==> src/psd_pkg.sv <==
// Shared constants and types for the point-to-segment distance core.
package psd_pkg;

   typedef enum logic [1:0] {
      CSR_START_X = 2'd0,
      CSR_START_Y = 2'd1,
      CSR_END_X   = 2'd2,
      CSR_END_Y   = 2'd3
   } csr_index_type;

   localparam int CSR_INDEX_BITS = 2;

   // integer bits of the projection parameter t, sign included
   localparam int T_INT_BITS = 16;

   localparam int QUEUE_DEPTH     = 4;
   localparam int QUEUE_PTR_BITS  = 2;

   typedef struct packed {
      logic full;
      logic empty;
   } queue_status_type;

endpackage

==> src/psd_queue.sv <==
// Short request queue between the front end and the arithmetic back end.
module psd_queue #(
   parameter int W = 8
) (
   input  logic                      clock,
   input  logic                      reset,
   input  logic                      push,
   input  logic [W-1:0]              push_data,
   input  logic                      pop,
   output logic [W-1:0]              pop_data,
   output psd_pkg::queue_status_type status
);

   localparam int PB = psd_pkg::QUEUE_PTR_BITS;

   logic [W-1:0]  mem [0:psd_pkg::QUEUE_DEPTH-1];
   logic [PB-1:0] wr_ptr_ff, wr_ptr_in;
   logic [PB-1:0] rd_ptr_ff, rd_ptr_in;
   logic [PB:0]   count_ff, count_in;

   always_comb begin
      status.full  = (count_ff == (PB+1)'(psd_pkg::QUEUE_DEPTH));
      status.empty = (count_ff == '0);
      pop_data     = mem[rd_ptr_ff];
      wr_ptr_in    = push ? wr_ptr_ff + PB'(1) : wr_ptr_ff;
      rd_ptr_in    = pop ? rd_ptr_ff + PB'(1) : rd_ptr_ff;
      count_in     = count_ff + (PB+1)'(push) - (PB+1)'(pop);
   end

   always_ff @(posedge clock) begin
      if (reset) begin
         wr_ptr_ff <= '0;
         rd_ptr_ff <= '0;
         count_ff  <= '0;
      end else begin
         wr_ptr_ff <= wr_ptr_in;
         rd_ptr_ff <= rd_ptr_in;
         count_ff  <= count_in;
      end
   end

   always_ff @(posedge clock) begin
      if (push) begin
         mem[wr_ptr_ff] <= push_data;
      end
   end

   a_no_push_full: assert property (@(posedge clock) disable iff (reset)
      push |-> !status.full || pop)
      else $error("queue written while full");

   a_no_pop_empty: assert property (@(posedge clock) disable iff (reset)
      pop |-> !status.empty)
      else $error("queue read while empty");

   a_count_bound: assert property (@(posedge clock) disable iff (reset)
      count_ff <= (PB+1)'(psd_pkg::QUEUE_DEPTH))
      else $error("queue count beyond depth");

endmodule

==> config.mk <==
export PLATFORM = sky130hd
export DESIGN_NAME = psd_queue
export DESIGN_NICKNAME = d
export VERILOG_FILES = /design/src/psd_pkg.sv /design/src/psd_queue.sv
export SDC_FILE = /design/constraint.sdc
export NUM_CORES = 1
export LEC_CHECK = 0
export BUFFER_PORTS_ARGS = -buffer_cell sky130_fd_sc_hd__buf_2
export CELL_PAD_IN_SITES_DETAIL_PLACEMENT = 1
export CELL_PAD_IN_SITES_GLOBAL_PLACEMENT = 1
export CORE_UTILIZATION = 42
export DETAILED_ROUTE_END_ITERATION = 8
export GPL_TIMING_DRIVEN = 0
export HOLD_SLACK_MARGIN = 0.15
export PLACE_DENSITY = 0.78
export SYNTH_ARGS = -nofsm -noshare
export SYNTH_HDL_FRONTEND = slang
export SYNTH_SLANG_ARGS = --single-unit
==> constraint.sdc <==
create_clock -name clock -period 1.6 [get_ports clock]
set_input_delay 0.08 -clock clock [delete_from_list [all_inputs] [get_ports clock]]
set_output_delay 0.08 -clock clock [all_outputs]
set_load 0.05 [all_outputs]
# Yosys cells after proc, flatten, opt, wreduce, memory -nomap -nowiden

Memory sizes are Yosys's and may differ from the RTL's. A register that Yosys moved wholly into a read port is not among the register bits.
Index checks and enable logic that the tools add are counted.

Logic and storage cells: 14
Input bits: 12
Output and inout port bits: 10
RAM bits: 32
Memories kept: 1
Register bits after elaboration: 7

Memory list:

| name | depth | width | rd ports | clocked after memory_dff | write ports | RTL line        | source |
|---|---|---|---|---|---|---|---|
| mem  | 4     | 8     | 1        | 1                        | 1           | psd_queue.sv:16 | `logic [W-1:0] mem [0:psd_pkg::QUEUE_DEPTH-1];` |

Reductions and logical operators: 1
Add/subtract/negate cells: 4
Equal/unequal tests: 1
Mux-type cells: 4

Operator list:

| kind                                                          | number |
|---|---|
| 2-bit by 1-bit adder with 2-bit output, second input constant | 2 |
| 2-bit 2-to-1 mux                                              | 2 |
| 3-bit by 1-bit adder with 3-bit output                        | 1 |
| 3-bit equality test, second input constant                    | 1 |
| 3-bit zero test                                               | 1 |
| 3-bit by 1-bit subtractor with 3-bit output                   | 1 |
| 1-bit 2-to-1 mux                                              | 2 |

# Depth between registers and ports, before layout

Depth after elaboration: 3
Depth in mapped cells: 7
Depth with buffers taken out: 7

# Worst setup path before layout

OpenSTA, ideal clock, no wires.

Path kind: register to register
Start: register count_ff[0]
End: register count_ff[2]
Period minus slack after synthesis: 1.664 ns
Data arrival time: 1.554 ns
Stages on the path, launching flop included: 8
Slack: -0.064 ns
Buffers on the path: 0
Setup time: 0.110 ns
Data required time: 1.490 ns
Cells stage by stage: dfxtp_1 -> inv_1 -> ha_1 -> inv_1 -> ha_1 -> fa_1 -> xor3_1 -> nor2_1

Word-level cells in the longest chain between the ends: 2

Ends and longest elaborated chain:

| item                                        | RTL line        | source |
|---|---|---|
| start, declared                             | psd_queue.sv:19 | `logic [PB:0] count_ff, count_in;` |
| start signal, assigned                      | psd_queue.sv:38 | `count_ff <= count_in;` |
| 3-bit by 1-bit adder with 3-bit output      | psd_queue.sv:27 | `count_in = count_ff + (PB+1)'(push) - (PB+1)'(pop);` |
| 3-bit by 1-bit subtractor with 3-bit output | psd_queue.sv:27 |  |

No other way between the ends.
A chain may end at the register's enable or synchronous reset.

==> results.txt <==
Static Leak = 0.000762 µW
Num CTS Buffers = 5
Post-DP HPWL = 1890 µm
placed cells = 153
critical setup path kind = reg -> out
Ant. Diodes = 0
clock skew = 0.00186 ns
die height = 63.7 µm
Yosys reg bits = 41
CP Max Fanout = 8
Most used DFF post-synth = edfxtp_1
final worst slack = 0.0441 ns
Fillers = 338
RSZ-0062 raised after global routing = yes
die area = 4050 µm²
number of warnings issued by yosys = 0
GRT Overall Usage = 15.4%
I/O pin cnt = 22
CP arrival = 1.48 ns
Req. time, crit path = 1.52 ns
Distinct cells, synth = 19
Chip Width = 63.7 µm
total grt overflow = 0
status = finished clean
Mapped Area = 1600 µm²
ys async rst share = 0%
Hold Vio Cnt, Final = 0
largest net degree at the start of global routing = 14
number of setup buffers added after CTS = 0
Core Area = 3660 µm²
Slew HR = 70.4%
Seq/Total Area, Yosys = 71.5%
Worst Hold Class = in -> reg
Post-Synthesis Cells = 84
CTS tree = built
Placer Congestion = 0.666
Slew @ Worst Pin = 0.444 ns
1st-iter DRT viols = 20
Max VDD drop = 1120 µV
DRT Pass-1 Iters = 4
GR peak layer = met2
critical path startpoint category = flop
Reg2Reg Setup Slack = 0.07 ns
IO Port Bufs = 21
Tcrit/Tclk final = 97.2%
DRC = 0
minimum clock period = 1.56 ns
Fin Setup TNS = 0 ns
syn avg cell area = 19.0 µm²
Slew Viols, Final = 0
design area = 2050 µm²
worst-skew pair later-pin latency = 0.29 ns
power per cell area = 1280 nW/µm²
f_max = 643 MHz
placed cell areas = 1760 µm²
Initial Utilization = 43.6%
Root Driver = clkbuf_8
Global Route met3 Usage = 4.89%
CP Capture Type = output pin
fin cells = 173
routing usage on met2 = 28.6%
DR vias = 847
Row Count = 22
H-tree Lvls = 2
Max Root-Sink Buffers = 2
clk slew on worst S/H paths = 0.07 ns
Place WS = 0.00913 ns
vias in the first global route = 929
CTS sink cnt = 41
synthesized netlist net count = 103
number of vias per cell = 4.90
WL/cell = 16.0 µm
Detailed Route WL = 2780 µm
Routed Antenna Nets = 0
grt met1 use = 15.2%
layout overhead on the synthesized area = 28.7%
first-pass GRT wire length = 4420 µm
max cap viols = 0
share of post-route cells with drive strength above 1 = 36.0%
final setup vio count = 0
layout net count = 143
antenna violations before repair = 0
EDFF count, synth = 32
-- where the power goes --
part	internal [µW]	total, µW	switching (µW)
Combinational	250	571	321
Sequential	1220	1260	40.2
Clock	459	800	342
-- cell usage after synthesis (2+ instances only) --
master	number	area, µm²
dfxtp_1	9	180
xnor2_1	2	17.5
mux4_2	8	180
ha_1	6	75.1
nor2_1	5	18.8
inv_1	6	22.5
nor2b_1	2	12.5
and2_1	4	25.0
edfxtp_1	32	961
-- sequential cells by signal, indices dropped and copies added, names as in the netlist, named ones only --
register and cells:
count_ff 3, mem 32, rd_ptr_ff 2, wr_ptr_ff 2
-- layout make-up --
cell class / count / area, µm² / share of cell area (%)
Sequential cell: 41 / 1140 / 55.7
Multi-Input combinational cell: 35 / 429 / 20.9
Timing Repair Buffer: 33 / 264 / 12.9
Clock buffer: 5 / 68.8 / 3.35
Tap cell: 48 / 60.1 / 2.92
Clock inverter: 3 / 41.3 / 2.01
Buffer: 2 / 25.0 / 1.22
Inverter: 6 / 22.5 / 1.10
-- layout by cell type (no fill, tap or decap), drive strengths merged --
master | Yosys | layout
edfxtp | 32 | 32
buf | 1 | 22
dlygate4sd3 | 0 | 12
dfxtp | 9 | 9
mux4 | 8 | 8
inv | 6 | 6
ha | 6 | 6
clkbuf | 1 | 6
nor2 | 5 | 5
and2 | 4 | 4
xnor2 | 2 | 2
nor2b | 2 | 2
nor3 | 1 | 1
and3 | 1 | 1
a21bo | 1 | 1
nand3b | 1 | 1
a21oi | 1 | 1
mux2i | 1 | 1
xor3 | 1 | 1
fa | 1 | 1
bufinv | 0 | 1
clkinvlp | 0 | 1
clkinv | 0 | 1
-- metrics by stage --
stage | hold slack (ns) | utilization, % | total power (µW)
after floorplan | 0.152 | - | 1660
after global placement | 0.292 | 48.1 | 1750
after detailed placement | 0.296 | 48.1 | 1780
after CTS | 0.151 | 55.3 | 2630
after global routing | 0.198 | 56.1 | 2730
final | 0.155 | 56.1 | 2640
-- what timing repair did --
| item | CTS | global route |
|---|---|---|
| hold buffers | 12 | 0 |
| hold endpoints to repair | 41 | 0 |
| gates resized for setup | 12 | 10 |
| pin swaps | 0 | 1 |
| setup endpoints to repair | 9 | 10 |
-- critical path: stages (launching register included) --
cell and delay (ns):
dfxtp_2 0.34, buf_12 0.14, mux4_2 0.53, buf_8 0.17
-- cell families (layout without fill, tap and decap cells) --
group | Yosys count | in the layout | share of synthesized area (%)
flip-flops | 41 | 41 | 71.5
XOR/XNOR | 3 | 3 | 2.59
adder cells (fa/ha/maj) | 7 | 7 | 5.96
multiplexers | 9 | 9 | 11.9
AND/OR/NAND/NOR | 14 | 14 | 4.70
buffers and inverters | 8 | 49 | 2.43
AO/OA/AOI/OAI | 2 | 2 | 0.940
-- routing by layer --
| layer | vias to the layer above | wire length (µm) |
|---|---|---|
| li1 | 393 | - |
| met1 | 419 | 1050 |
| met2 | 27 | 1520 |
| met3 | 8 | 120 |
| met4 | 0 | 79 |
| met5 | - | 0 |
-- final timing paths --
path,endpoint,startpoint,cells after the start
worst min-delay path,wr_ptr_ff[1],push,3
worst min register to register,rd_ptr_ff[1],rd_ptr_ff[1],2
worst max-delay path,pop_data[4],flop,3
worst max register to register,count_ff[1],count_ff[0],6
No activity file was read; power rests on OpenSTA's default activity.
