$ cat src/psd_pkg.sv
// Shared constants and types for the point-to-segment distance core.
package psd_pkg;

   typedef enum logic [1:0] {
      CSR_START_X = 2'd0,
      CSR_START_Y = 2'd1,
      CSR_END_X   = 2'd2,
      CSR_END_Y   = 2'd3
   } csr_index_type;

   localparam int CSR_INDEX_BITS = 2;

   // integer bits of the projection parameter t, sign included
   localparam int T_INT_BITS = 16;

   localparam int QUEUE_DEPTH     = 4;
   localparam int QUEUE_PTR_BITS  = 2;

   typedef struct packed {
      logic full;
      logic empty;
   } queue_status_type;

endpackage

$ cat src/psd_front.sv
// Front end: takes requests, forms differences and flags the degenerate line.
module psd_front #(
   parameter int C = 16
) (
   input  logic                         clock,
   input  logic                         reset,
   input  logic                         req_valid,
   output logic                         req_stall,
   input  logic signed [C-1:0]          req_point_x,
   input  logic signed [C-1:0]          req_point_y,
   input  logic                         req_clamp_to_segment,
   input  logic signed [C-1:0]          start_x,
   input  logic signed [C-1:0]          start_y,
   input  logic signed [C-1:0]          end_x,
   input  logic signed [C-1:0]          end_y,
   input  psd_pkg::queue_status_type    q_status,
   output logic                         q_push,
   output logic [8*C+5:0]               q_data
);

   localparam int DW = C + 1;

   typedef struct packed {
      logic signed [DW-1:0] ux;
      logic signed [DW-1:0] uy;
      logic signed [DW-1:0] dx;
      logic signed [DW-1:0] dy;
      logic signed [C-1:0]  sx;
      logic signed [C-1:0]  sy;
      logic signed [C-1:0]  qx;
      logic signed [C-1:0]  qy;
      logic                 clamp;
      logic                 degen;
   } entry_type;

   logic      valid_ff, valid_in;
   entry_type entry_ff, entry_in;
   logic      accept;

   always_comb begin
      req_stall = valid_ff && q_status.full;
      accept    = req_valid && !req_stall;
      q_push    = valid_ff && !q_status.full;
      valid_in  = accept || (valid_ff && !q_push);
      q_data    = entry_ff;

      entry_in.ux    = DW'(req_point_x) - DW'(start_x);
      entry_in.uy    = DW'(req_point_y) - DW'(start_y);
      entry_in.dx    = DW'(end_x) - DW'(start_x);
      entry_in.dy    = DW'(end_y) - DW'(start_y);
      entry_in.sx    = start_x;
      entry_in.sy    = start_y;
      entry_in.qx    = req_point_x;
      entry_in.qy    = req_point_y;
      entry_in.clamp = req_clamp_to_segment;
      entry_in.degen = (start_x == end_x) && (start_y == end_y);
   end

   always_ff @(posedge clock) begin
      if (reset) begin
         valid_ff <= 1'b0;
      end else begin
         valid_ff <= valid_in;
      end
   end

   always_ff @(posedge clock) begin
      if (accept) begin
         entry_ff <= entry_in;
      end
   end

endmodule

$ cat config.mk
export PLATFORM = sky130hd
export DESIGN_NAME = psd_front
export DESIGN_NICKNAME = d
export VERILOG_FILES = /design/src/psd_pkg.sv /design/src/psd_front.sv
export SDC_FILE = /design/constraint.sdc
export NUM_CORES = 1
export LEC_CHECK = 0
export ABC_CLOCK_PERIOD_IN_PS = 20400
export CELL_PAD_IN_SITES_DETAIL_PLACEMENT = 0
export CELL_PAD_IN_SITES_GLOBAL_PLACEMENT = 1
export CORE_MARGIN = 2
export CORE_UTILIZATION = 53
export CTS_CLUSTER_SIZE = 25
export DETAILED_ROUTE_END_ITERATION = 6
export DONT_BUFFER_PORTS = 1
export PLACE_DENSITY_LB_ADDON = 0.1
export SLEW_MARGIN = 20
export SYNTH_ARGS = -nofsm -noshare
export SYNTH_HDL_FRONTEND = slang
export SYNTH_SLANG_ARGS = --single-unit
$ cat constraint.sdc
create_clock -name clock -period 20.4 [get_ports clock]
set_clock_uncertainty 0.15 [all_clocks]
set_input_delay 5.1 -clock clock [delete_from_list [all_inputs] [get_ports clock]]
set_output_delay 5.1 -clock clock [all_outputs]
set_load 0.03 [all_outputs]
# ---- Yosys cells after proc, flatten, opt, wreduce, memory -nomap -nowiden
# Index checks and enable logic that the tools add are counted.
dict set report totals {
  register_bits 135
  inputBits 102
}
dict set report op_classes {
  reduce_logical 9
  add_sub_neg 4
  eq_ne 2
}
# op count
set ops {}
lappend ops {{$sub 16x16->17} 4}
lappend ops {{$eq 16x16->1} 2}
lappend ops {{$logic_and 1x1->1} 5}
lappend ops {{$logic_not 1->1} 3}
lappend ops {{$logic_or 1x1->1} 1}

# ---- Logic depth before layout (Yosys ltp)
# Gate-level depths: netlist of the first run.
dict set report depth {
  depth_word 5
  ltp_mapped 10
}

# ---- Worst setup path before layout of the first run
# Ideal clock, no wire load.
dict set report synth_path {
  kind {input to register}
  start {input q_status[1] (netlist bit)}
  end {register entry_ff (netlist bit q_data[0]), enable pin}
  path_slack_ps 8349
  stages 2
  t_required_ps 19608
  setup_ps 642
  arrival_ps 11260
  cell_sequence {and2_1 -> nor2b_1}
}
dict set report synth_via {
  elab_chain_len 3
}
# item line_no
set synth_rtl {}
lappend synth_rtl {{from (decl)} psd_front.sv:16} ;# input psd_pkg::queue_status_type q_status,
lappend synth_rtl {{$logic_and 1x1->1} psd_front.sv:41} ;# req_stall = valid_ff && q_status.full;
lappend synth_rtl {{$logic_not 1->1} psd_front.sv:42} ;# accept = req_valid && !req_stall;
lappend synth_rtl {{$logic_and 1x1->1} psd_front.sv:42}
lappend synth_rtl {{via accept} psd_front.sv:38} ;# logic accept;
lappend synth_rtl {{to (signal assigned)} psd_front.sv:69} ;# entry_ff <= entry_in;
lappend synth_rtl {{to (decl)} psd_front.sv:37} ;# entry_type entry_ff, entry_in;
# The timed path passes the listed nets, and every way through them passes these cells.
# A chain may end at the register's enable or synchronous reset.

# ---- Final worst setup path of the first run
dict set report layout_path {
  start {input q_status[1] (netlist bit)}
  end {output q_push}
}
dict set report layout_via {
  elab_chain_len 2
}
# item line_no
set layout_rtl {}
lappend layout_rtl {{$logic_not 1->1} psd_front.sv:43} ;# q_push = valid_ff && !q_status.full;
lappend layout_rtl {{$logic_and 1x1->1} psd_front.sv:43}
lappend layout_rtl {{to (decl)} psd_front.sv:17} ;# output logic q_push,
# Every way passes these cells.

==> impl_metrics.yaml, run 1 <==
outcome:
  outcome: "completed"
setup_path:
  endpoint: "q_push"
  crit_cells: 1
  rrSetupSlack_ps: 17600
  regToRegStartpoint: "valid_ff"
  crit_buf_inv: 0
  required_ps: 15150
  crit_type: "in -> out"
  cp_slowest_cell: "nor2b_1"
  setup.worst_path.start: "q_status[1]"
  r2r-end: "q_data[78]"
  crit_path_cell_trace: "nor2b_1"
  end_kind: "output port"
  cp_top_family: "simple AND/OR/NAND/NOR gates"
  critPathArrivalTime_ps: 5550
  path_max_fanout: 2
  cp-start-kind: "input port"
  r2r_cells: 4
  crit_path_max_incr_delay_ps: 450
drt:
  vias: 4567
  initialDrtViolationCount: 285
  totalWireLength_um: 15300
  drc: 0
  first_pass_iters: 4
  detail-route-antenna-nets: 0
  vias_per_cell: 5.72
  wire_per_inst_um: 19.2
power:
  power_density_nw_per_um2: 100
  leakage_uw: 0.00320
  peakVddDrop_v: 0.0000524
sta:
  tightestPinTransition_ps: 1010
  fmax_mhz: 92.6
  finalSetupViolCount: 0
  finalHoldViolations: 0
  layout_min_cycle_time_ps: 10800
  rsz0062_at_grt: "false"
  maxSlewViolCount: 0
  finalSetupTns_ps: 0
  post-route-period-util: 0.529
  slew_headroom: 0.329
worst_hold_path:
  hold_path.class: "reg -> reg"
placed_design:
  place_congestion: 0.888
  placed_cells: 766
  numPortBuffers: 0
  detailed_place_hpwl_um: 11700
grt:
  grt_usage: 0.211
  grt_pass1_vias: 4513
  antenna_found_initial: 0
  top_usage_layer: "met2"
  grt_util_met1: 0.220
  overflow: 0
  met3_usage: 0.0901
  grt_max_degree: 82
  grt_pass1_wl_um: 22900
  use_met2: 0.364
final_layout:
  drive_gt1_frac: 0.0547
  antennaDiodeCount: 0
  fillCellCount: 1064
  final_cells: 798
  area_growth_pct: 10.8
  mostFrequentLayoutCells: "edfxtp_1 (134), ha_1 (64), inv_1 (59)"
  fin_nets: 779
  multiInputGateArea_um2: 2950
  final_common_cell: "edfxtp_1"
  regArea_um2: 4040
floorplan:
  rows: 42
  die-area_um2: 14600
  fp.dieW_um: 121
  dieHeight_um: 121
  core_um2: 13300
  io_pins: 238
  start_util: 0.543
synth:
  ys_seq_area_frac: 0.560
  postSynthAreaPerCell_um2: 12.2
  post_synth_num_cell_types: 51
  synthCells: 591
  yosysWarnings: 0
  synth_area_leaders: "edfxtp_1 (56%), ha_1 (11%), xnor2_1 (4.7%), inv_1 (3.1%), a21oi_1 (3.0%)"
  synthDominantCellAreaShare: 0.557
  ys_ff_latch: 135
  synth_edf_count: 134
  async_flop_share: 0
  yosys.area.top_type: "edfxtp_1"
  syn_area_um2: 7220
  synthFlopType: "edfxtp_1"
  syn-num-nets: 761
run:
  max-cap-violations: 0
cts:
  h-tree-depth: 4
  ctsRootBufferMaster: "clkbuf_16"
  clockBufferDepth: 2
  cts_tree: "done"
  hold_buffers: 0
  path_clk_slew_ps: 50
  cts_sinks: 135
  clock_insertion_delay_worst_skew_ps: 420
  cts-buffers-inserted: 17
  ctsResizeCount: 0
  post_cts_buffers: 0
-- layout make-up --
cell class / instances / share of cell area
well taps: 176 / 0.0275
flip-flops and latches: 135 / 0.505
clock inverters: 10 / 0.0131
multi-input cells: 394 / 0.369
repair buffers: 2 / 0.00188
clock buffers: 22 / 0.0555
inverters: 59 / 0.0277
-- synthesized netlist by cell type (all sizes together), types with 5 or more instances --
cell / number
o21a: 15
a21oi: 43
nor2b: 15
nand2: 25
nor4: 5
nor2: 31
a211oi: 6
ha: 64
edfxtp: 134
nand3: 14
inv: 59
o21bai: 8
nand2b: 11
a21o: 21
nor3: 6
xor2: 10
o21ai: 30
xnor2: 39
-- metal layers --
| metal | routed length (um) | vias to the layer above |
|---|---|---|
| li1 | - | 2222 |
| met1 | 5960 | 2141 |
| met2 | 7800 | 174 |
| met3 | 1170 | 30 |
| met4 | 402 | 0 |
| met5 | 0 | - |
-- state kept, by name (all words and copies together) (netlist names) --
register	cells
valid_ff	1
q_data	134
-- stage by stage --
stage | area, um2 | setup WS, ps | total power (uW) | util | hold slack [ps]
floorplan | 7220 | 8350 | 496 | - | 600
global placement | 7450 | 9600 | 518 | 0.560 | 647
detailed placement | 7450 | 9590 | 520 | 0.560 | 656
CTS | 8000 | 9590 | 808 | 0.602 | 664
global route | 8000 | 9590 | 835 | 0.602 | 757
finish | 8000 | 9600 | 802 | 0.602 | 657
-- power breakdown --
| part | internal [uW] | total (uW) | switching [uW] |
|---|---|---|---|
| Clock | 178 | 287 | 109 |
| Sequential | 343 | 403 | 60.0 |
| Combinational | 46.7 | 111 | 64.8 |
-- worst min-delay path by stage --
stage / slack (ps) / depth (start not counted) / to / start
floorplan: 600 / 3 / valid_ff / valid_ff
global placement: 650 / 3 / valid_ff / valid_ff
detailed placement: 660 / 3 / valid_ff / valid_ff
CTS: 660 / 3 / valid_ff / valid_ff
global route: 760 / 3 / valid_ff / valid_ff
finish: 660 / 3 / valid_ff / valid_ff
-- logic make-up (layout without fill, tap and decap cells) --
family / after synthesis / in the layout / synth area share
fa+ha+maj: 68 / 68 / 0.122
compound gates: 151 / 151 / 0.137
flops: 135 / 135 / 0.560
buf+inv: 62 / 93 / 0.0324
simple gates: 124 / 124 / 0.0868
mux: 2 / 2 / 0.00277
xor+xnor: 49 / 49 / 0.0594
Power figures use the tool's default switching activity.
==> run 2: changes to the inputs <==
--- a/config.mk
+++ b/config.mk
@@ -5,11 +5,11 @@
 export SDC_FILE = /design/constraint.sdc
 export NUM_CORES = 1
 export LEC_CHECK = 0
-export ABC_CLOCK_PERIOD_IN_PS = 20400
+export ABC_CLOCK_PERIOD_IN_PS = 11200
 export CELL_PAD_IN_SITES_DETAIL_PLACEMENT = 0
 export CELL_PAD_IN_SITES_GLOBAL_PLACEMENT = 1
 export CORE_MARGIN = 2
-export CORE_UTILIZATION = 53
+export CORE_UTILIZATION = 50
 export CTS_CLUSTER_SIZE = 25
 export DETAILED_ROUTE_END_ITERATION = 6
 export DONT_BUFFER_PORTS = 1
==> constraint.sdc (replaced) <==
create_clock -name clock -period 11.2 [get_ports clock]
set_clock_uncertainty 0.15 [all_clocks]
set_input_delay 2.8 -clock clock [delete_from_list [all_inputs] [get_ports clock]]
set_output_delay 2.8 -clock clock [all_outputs]
set_load 0.03 [all_outputs]
==> impl_metrics.yaml, run 2 (same netlist as run 1, synthesis figures left out) <==
power:
  peakVddDrop_v: 0.0000945
  internal_power_uw: 1090
  clock_power_share: 0.382
  seqPwrFrac: 0.485
  switchingPower_uw: 430
  comb_power_share: 0.133
  swShare: 0.283
  leakage_uw: 0.00324
  power_density_nw_per_um2: 188
final_layout:
  mostFrequentLayoutCells: "edfxtp_1 (134), ha_1 (64), inv_1 (59)"
  multiInputGateArea_um2: 2950
  fin_nets: 779
  drive_gt1_frac: 0.0611
  antennaDiodeCount: 0
  area_growth_pct: 11.8
  regArea_um2: 4040
  largest_reg_flops: 134
  fillCellCount: 1164
  final_common_cell: "edfxtp_1"
grt:
  antenna_found_initial: 0
  grt_usage: 0.202
  grt_pass1_wl_um: 23400
  grt_max_degree: 72
  grt_pass1_vias: 4626
  overflow: 0
placed_design:
  detailed_place_hpwl_um: 11900
  numPortBuffers: 0
  place_ws_ps: 5010
  place_congestion: 0.823
drt:
  totalWireLength_um: 15600
  drc: 0
  vias: 4599
  wl_met2_um: 7770
  initialDrtViolationCount: 211
  wl_met3_um: 1260
  wl_met1_um: 6200
  first_pass_iters: 4
  detail-route-antenna-nets: 0
  wire_per_inst_um: 19.4
  vias_per_cell: 5.73
  routed.top_layer: "met4"
setup_path:
  crit_type: "in -> out"
  critPathArrivalTime_ps: 3240
  cp_top_family: "simple AND/OR/NAND/NOR gates"
  cp-start-kind: "input port"
  cp_slowest_cell: "nor2b_1"
  crit_path_cell_trace: "nor2b_1"
  end_kind: "output port"
  crit_buf_inv: 0
  required_ps: 8250
  path_max_fanout: 2
  crit_path_max_incr_delay_ps: 440
cts:
  post_cts_buffers: 0
  h-tree-depth: 4
  clock_insertion_delay_worst_skew_ps: 420
  path_clk_slew_ps: 60
  cts-buffers-inserted: 17
  ctsResizeCount: 0
  clockBufferDepth: 2
  cts_sinks: 135
  hold_buffers: 0
  ctsRootBufferMaster: "clkbuf_16"
  cts_tree: "done"
floorplan:
  core_um2: 14000
  die-area_um2: 15400
  fp.dieW_um: 124
  io_pins: 238
  start_util: 0.516
  dieHeight_um: 124
  rows: 43
sta:
  maxSlewViolCount: 0
  fmax_mhz: 161
  slew_headroom: 0.405
  finalHoldViolations: 0
  finalSetupViolCount: 0
  layout_min_cycle_time_ps: 6190
  rsz0062_at_grt: "false"
  tightestPinTransition_ps: 892
  post-route-period-util: 0.553
  worst_slack_ps: 5010
  finalSetupTns_ps: 0
run:
  max-cap-violations: 0
worst_hold_path:
  hold_path.class: "reg -> reg"
outcome:
  outcome: "completed"
run 2: changes by cell type in the layout (fill, tap and decap cells not counted), sizes merged:
cell | previous run | this run
bufinv | 2 | 3
clkbuf | 22 | 24
clkinv | 7 | 4
run 2: area by class of cell:
class / instances / area share
well taps: 180 / 0.0279
repair buffers: 2 / 0.00186
flip-flops and latches: 135 / 0.501
clock inverters: 8 / 0.0146
inverters: 59 / 0.0274
multi-input cells: 394 / 0.365
clock buffers: 24 / 0.0621
run 2: metrics by stage:
step / cell area, um2 / hold WS, ps / power [uW] / utilization / std cells
floorplan: 7220 / 600 / 904 / - / 591
global placement: 7460 / 648 / 944 / 0.533 / 770
detailed placement: 7460 / 667 / 949 / 0.533 / 770
CTS: 8080 / 675 / 1530 / 0.577 / 802
global route: 8080 / 736 / 1580 / 0.577 / 802
finish: 8080 / 675 / 1520 / 0.577 / 802
run 2: routing by layer:
layer / vias to the layer above / GRT usage
met2: 176 / 0.339
met5: - / 0
met4: 0 / 0.0899
met1: 2181 / 0.233
met3: 26 / 0.0687
li1: 2216 / -
run 2: power by group through the flow:
stage                     clock, uW  sequential (uW)  combinational, uW
final                           580              736                203
after global routing            613              740                228
after CTS                       591              737                204
after detailed placement          0              746                202
after global placement            0              746                198
after floorplan                   0              741                162
run 2: path summary, 6_finish.rpt:
kind / startpoint / end / slack [ps] / depth (start not counted)
worst max-delay path: q_status[1] / q_push / 5010 / 1
worst min-delay path: valid_ff / valid_ff / 680 / 3
worst max register to register: valid_ff / q_data[81] / 8380 / 4
worst min register to register: valid_ff / valid_ff / 680 / 3
